==> config.mk <==
export PLATFORM = sky130hd
export DESIGN_NAME = v3alu_sqrt
export DESIGN_NICKNAME = d
export VERILOG_FILES = /design/src/design/v3alu_pkg.sv /design/src/design/v3alu_sqrt.sv
export SDC_FILE = /design/constraint.sdc
export NUM_CORES = 2
export LEC_CHECK = 0
export BUFFER_PORTS_ARGS = -buffer_cell sky130_fd_sc_hd__buf_2
export CAP_MARGIN = 20
export CORE_MARGIN = 1.5
export CORE_UTILIZATION = 40
export CTS_BUF_LIST = sky130_fd_sc_hd__clkbuf_4
export DETAILED_ROUTE_END_ITERATION = 16
export PLACE_DENSITY = 0.64
export SYNTH_ARGS = -nofsm -noshare
export SYNTH_HDL_FRONTEND = slang
export SYNTH_MEMORY_MAX_BITS = 65536
export SYNTH_SLANG_ARGS = --single-unit
==> constraint.sdc <==
create_clock -name clk -period 7.37 [get_ports clk]
set_clock_uncertainty 0.2 [all_clocks]
set_input_delay 0 -clock clk [delete_from_list [all_inputs] [get_ports clk]]
set_output_delay 0 -clock clk [all_outputs]
set_load 0.03 [all_outputs]
==> src/design/v3alu_pkg.sv <==
// Shared types, operation codes and saturation helpers for the vector ALU.
// Used by every module of the block; depends on nothing else.
package v3alu_pkg;

    localparam int DATA_W = 32;
    localparam int PROD_W = 2 * DATA_W;
    localparam int EXT_W  = 2 * DATA_W + 2;

    typedef logic [2:0] op_t;

    localparam op_t OP_ADD   = 3'd0;
    localparam op_t OP_SUB   = 3'd1;
    localparam op_t OP_SCALE = 3'd2;
    localparam op_t OP_DOT   = 3'd3;
    localparam op_t OP_CROSS = 3'd4;
    localparam op_t OP_LEN   = 3'd5;
    localparam op_t OP_NORM  = 3'd6;

    typedef struct packed {
        op_t                      op;
        logic signed [DATA_W-1:0] ax;
        logic signed [DATA_W-1:0] ay;
        logic signed [DATA_W-1:0] az;
        logic signed [DATA_W-1:0] bx;
        logic signed [DATA_W-1:0] by;
        logic signed [DATA_W-1:0] bz;
        logic signed [DATA_W-1:0] factor;
    } vec_cmd_t;

    typedef struct packed {
        logic signed [DATA_W-1:0] rx;
        logic signed [DATA_W-1:0] ry;
        logic signed [DATA_W-1:0] rz;
        logic signed [DATA_W-1:0] scalar;
        logic                     overflow;
        logic                     zero_length;
    } vec_res_t;

    typedef struct packed {
        logic              ovf;
        logic [DATA_W-1:0] value;
    } sat_t;

    localparam logic signed [EXT_W-1:0] SAT_MAX =
        {{(EXT_W-DATA_W+1){1'b0}}, {(DATA_W-1){1'b1}}};
    localparam logic signed [EXT_W-1:0] SAT_MIN =
        {{(EXT_W-DATA_W+1){1'b1}}, {(DATA_W-1){1'b0}}};

    // Clamp a wide signed value into the data range and flag when it was clamped.
    function automatic sat_t sat_ext(input logic signed [EXT_W-1:0] v);
        sat_t s;
        if (v > SAT_MAX) begin
            s.ovf   = 1'b1;
            s.value = SAT_MAX[DATA_W-1:0];
        end else if (v < SAT_MIN) begin
            s.ovf   = 1'b1;
            s.value = SAT_MIN[DATA_W-1:0];
        end else begin
            s.ovf   = 1'b0;
            s.value = v[DATA_W-1:0];
        end
        return s;
    endfunction

    function automatic logic signed [EXT_W-1:0] sext_d(input logic signed [DATA_W-1:0] x);
        return $signed({{(EXT_W-DATA_W){x[DATA_W-1]}}, x});
    endfunction

    function automatic logic signed [EXT_W-1:0] sext_p(input logic signed [PROD_W-1:0] x);
        return $signed({{(EXT_W-PROD_W){x[PROD_W-1]}}, x});
    endfunction

    function automatic logic signed [EXT_W-1:0] zext_d(input logic [DATA_W-1:0] x);
        return $signed({{(EXT_W-DATA_W){1'b0}}, x});
    endfunction

endpackage

==> src/design/v3alu_sqrt.sv <==
// Pipelined integer square root, one result bit per stage, rounding down.
// Depends on v3alu_pkg.
module v3alu_sqrt (
    input  logic                              clk,
    input  logic                              en,
    input  logic [v3alu_pkg::PROD_W-1:0]      rad,
    output logic [v3alu_pkg::DATA_W-1:0]      root
);
    import v3alu_pkg::*;

    localparam int RW = DATA_W + 3;

    logic [RW-1:0]     rem_reg  [1:DATA_W];
    logic [DATA_W-1:0] root_reg [1:DATA_W];
    logic [PROD_W-1:0] rad_reg  [1:DATA_W];
    logic [RW-1:0]     rem_prev  [0:DATA_W-1];
    logic [DATA_W-1:0] root_prev [0:DATA_W-1];
    logic [PROD_W-1:0] rad_prev  [0:DATA_W-1];

    for (genvar k = 0; k < DATA_W; k++)
    begin : g_step
        logic [RW-1:0] nr;
        logic [RW-1:0] trial;
        logic          ge;

        if (k == 0)
        begin : g_first
            assign rem_prev[k]  = '0;
            assign root_prev[k] = '0;
            assign rad_prev[k]  = rad;
        end else begin : g_rest
            assign rem_prev[k]  = rem_reg[k];
            assign root_prev[k] = root_reg[k];
            assign rad_prev[k]  = rad_reg[k];
        end

        assign nr    = {rem_prev[k][RW-3:0], rad_prev[k][PROD_W-1 -: 2]};
        assign trial = {1'b0, root_prev[k], 2'b01};
        assign ge    = (nr >= trial);

        always_ff @(posedge clk)
        begin
            if (en)
            begin
                rem_reg[k+1]  <= ge ? (nr - trial) : nr;
                root_reg[k+1] <= {root_prev[k][DATA_W-2:0], ge};
                rad_reg[k+1]  <= {rad_prev[k][PROD_W-3:0], 2'b00};
            end
        end
    end

    assign root = root_reg[DATA_W];

endmodule

# --- Word level (Yosys, flattened, before mapping) ---
# Memory sizes are Yosys's and may differ from the RTL's.
# Cells that the tools add are included.
word_totals:
  reg_bits: 0
  mem_bits_rw: 4128
  mem_count: 3
  output_inout_bits: 32
  wordCells: 101
classes:
  n_addsub: 32
  n_mux: 34
  order_cmp: 32
mem_list:
  columns: ["name", "depth", "width", "rd", "rd_clocked_by_memory_dff", "write_ports", "line_no", "source"]
  rows:
  - ["rad_reg", 32, 62, 31, 0, 32, "v3alu_sqrt.sv:15", "logic [PROD_W-1:0] rad_reg [1:DATA_W];"]
  - ["rem_reg", 32, 35, 31, 0, 32, "v3alu_sqrt.sv:13", "logic [RW-1:0] rem_reg [1:DATA_W];"]
  - ["root_reg", 32, 32, 32, 0, 32, "v3alu_sqrt.sv:14", "logic [DATA_W-1:0] root_reg [1:DATA_W];"]
op_table:
  columns: ["operator", "count"]
  rows:
  - ["35-bit two-way mux", 32]
  - ["35-bit by 34-bit >= comparator with 1-bit output", 31]
  - ["35-bit by 34-bit subtractor with 35-bit output", 31]
  - ["2-bit by 1-bit subtractor with 3-bit output, second input constant", 1]
  - ["2-bit by 1-bit >= comparator with 1-bit output, second input constant", 1]
  - ["1-bit two-way mux", 2]

# --- Depth between registers and ports, before layout ---
# An unclocked memory read counts as a cell.
depth:
  word_depth: 3
  mapped_depth: 15
  ltp_nobuf: 13

# --- Worst setup path before layout ---
# No wires, ideal clock.
synth_path:
  path_type: "register -> register"
  startpoint: "register rem_reg[0][985] (netlist name)"
  endpoint: "register rem_reg[0][1041] (netlist name)"
  period_less_slack_ns: 3.741
  required_ns: 6.910
  stages_incl_launch_ff: 12
  arrival_time_ns: 3.282
  slack_ns: 3.629
  cell_sequence: "edfxtp_1 > ha_1 > and4_1 > and2_1 > a221oi_2 > a2bb2oi_1 > a311o_1 > a31o_2 > a221oi_2 > o211ai_2 > clkbuf_1 > mux2_2"

==> key figures <==
Status
  • Status: complete, no violations

Clock network
  • Clock buffer depth: 4
  • Postcts setup bufs: 0
  • Hold-fix buffers, CTS: about 260
  • Post_cts resized: 0
  • CTS buffer count: around 660
  • Clock insertion delay at the later pin of the skew report: 1.50 ns
  • Num Clock Sinks: 2494
  • Deepest level of the CTS H-tree: 6
  • CTS tree: done
  • Clk slew on worst S/H paths: 0.07 ns
  • Root buf cell: clkbuf_4

Pwr
  • PD cells: about 290 nW/um^2
  • Worst vdd ir: roughly 0.17 mV
  • Leak pwr: slightly above 0.05 uW

Route
  • Via count: about 73000
  • Post-DR wirelength/cell: between 15 and 20 um
  • Final ANT Viol Nets: 0
  • Remaining DRCs: 0
  • DRT Pass-1 Iters: 6
  • Via-to-Cell Ratio: approximately 5.1
  • Routed WL: 246000 um
  • Drt initial violations: 4966

Synthesis
  • Synth cell count leaders: 2494 x edfxtp_1, 741 x inv_1, 626 x nand2_1
  • Syn Inst Count: 9047
  • Yosys top cell area share: 64.5%
  • Sequential element share of the synthesized area: between 60% and 70%
  • Seq cells post-synth: roughly 2500
  • Largest cells by area after synthesis: edfxtp_1 64%, ha_1 6.0%, xnor2_1 3.2%
  • Synth Cell Area: 116000 um^2
  • Top FF cell, synth: edfxtp_1
  • Syn Nets: 9674
  • EDFF count, synth: around 2500
  • Async set-reset flop share out of synthesis: 0%
  • Syn_area_per_cell: roughly 13 um^2
  • Leading area contributor after synthesis: edfxtp_1
  • Post-synth cell types: 90
  • Count leader, synth: edfxtp_1
  • Ys Warns: 0

STA
  • Final min period: approximately 4.8 ns
  • Slew Limit Fails: 0
  • Final setup margin: ~2.6 ns
  • Fmax: 209 MHz
  • Hold Vio Cnt, Final: 0
  • RSZ-0062 raised after global routing: no
  • Crit share post-route: about two thirds
  • Rel. slew slack: a little over a quarter
  • Least-Margin Pin Slew: 1.09 ns
  • Setup_tns: 0 ns
  • Setup violations, final: 0

Floorplanning
  • Die W: roughly 540 um
  • Die area: around 300000 um^2
  • Rows: a little under 200
  • Initial Util: between 40 and 50%
  • Core Region: roughly 290000 um^2
  • Die height: 542 um
  • Io pins: 98

Final layout
  • Largest register FFs: slightly below 1000
  • Proportion of layout cells with a drive suffix above 1: 12.9%
  • Post-route non-filler standard cell count: around 14000
  • Final net count: between 10000 and 15000
  • Final core utilization: between 40% and 50%
  • Synth-to-layout area growth: 13.9%

Setup path
  • CP max FO: 29
  • Setup CP Type: reg2reg
  • CP Launch Type: register
  • Crit path required time: ~8.3 ns
  • Crit path capture type: register
  • WP data arrival: roughly 5.7 ns

Placed design
  • Placed instance count: 12800
  • Worst slack at placement: roughly 2.7 ns
  • IO buf count: slightly below 100
  • RD Place Congestion: 0.905
  • Hpwl dp: about 170000 um

Global route
  • GRT Util Overall: about 16%
  • Number of global-route vias before repair: roughly 74000
  • First-pass GRT wire length: slightly below 400000 um
  • Aggregate global routing overflow: 0
  • Largest net degree at the start of global routing: 180
  • Initial antenna violation count: 9

Worst hold path
  • Worst Hold Class: reg2reg

Run
  • Number of max-cap violations: 0
## metrics by stage
step	hold WS [ns]	area, um^2	total power (uW)
after CTS	0.00120	132000	39600
final	0.150	132000	39000
after global placement	-0.0231	121000	27300
after global routing	0.0886	132000	41400
after floorplan	-0.101	116000	24800
after detailed placement	-0.0219	121000	27400
## cell usage in the layout, fill, tap and decap left out, drive strengths merged, types with 23 or more instances in the layout
cell and instances:
edfxtp 2494, clkbuf 928, inv 766, nand2 626, nor2 564, ha 561
a21oi 545, o21ai 497, xnor2 421, xor2 353, dlygate4sd3 254, nor3 238
a21o 209, clkinv 180, nand3 171, buf 153, nand2b 126, o21a 116
or3 114, nor4 112, nand4 90, nor2b 89, mux2 76, o31ai 67
a31oi 66, and3 61, or4 54, o21bai 50, or2 44, a211oi 36
o211ai 32, and2 29, nand3b 25, a21boi 23
## final cells by class
cell class                      count  area (um^2)
Fill cell                       25900       156000
Sequential cell                  2494        74900
Multi-Input combinational cell   5645        38000
Clock buffer                      928         6970
Tap cell                         3781         4730
Timing Repair Buffer              407         3680
Inverter                          744         2790
Clock inverter                    216         1290
Antenna cell                       11         27.5
## kinds of logic after synthesis
group           after synthesis  share of synthesized area [%]
flops                      2494                           64.5
simple gates               2420                           10.3
compound gates             1805                           9.59
buf+inv                     908                           2.94
xor+xnor                    774                           5.83
fa+ha+maj                   561                           6.04
mux                          84                          0.806
other cells                   1                        0.00323
## routing by layer
| layer | track usage, % | routed length [um] | vias up |
|---|---|---|---|
| met2 | 28.2 | 121000 | 1902 |
| li1 | - | - | 35800 |
| met1 | 20.4 | 105000 | 35000 |
| met3 | 2.92 | 12600 | 542 |
| met4 | 6.64 | 7890 | 6 |
| met5 | 0 | 40 | - |
## worst paths after layout
kind	cells past startpoint	endpoint	slack (ns)	startpoint
hold / removal	0	rad_reg[0][673]$_DFFE_PP_	0.15	rad_reg[0][609]$_DFFE_PP_
hold reg to reg	0	rad_reg[0][673]$_DFFE_PP_	0.15	rad_reg[0][609]$_DFFE_PP_
setup reg to reg	11	rem_reg[0][1023]$_DFFE_PP_	2.58	rem_reg[0][980]$_DFFE_PP_
setup / recovery	11	rem_reg[0][1023]$_DFFE_PP_	2.58	rem_reg[0][980]$_DFFE_PP_
## critical path, stage by stage (launching register included)
cell,delay (ns)
edfxtp_1,0.41
ha_1,0.37
o21ai_0,0.15
a211oi_1,0.63
a221oi_2,0.25
a2bb2oi_1,0.39
a311o_1,0.30
a31o_2,0.21
a221oi_2,0.10
o211ai_4,0.67
buf_4,0.43
mux2_2,0.37
## where the power goes
| group | internal [uW] | switching [uW] |
|---|---|---|
| Sequential | 17900 | 1230 |
| Clock | 6070 | 5730 |
| Combinational | 3420 | 4690 |
No activity file was read; power rests on OpenSTA's default activity.
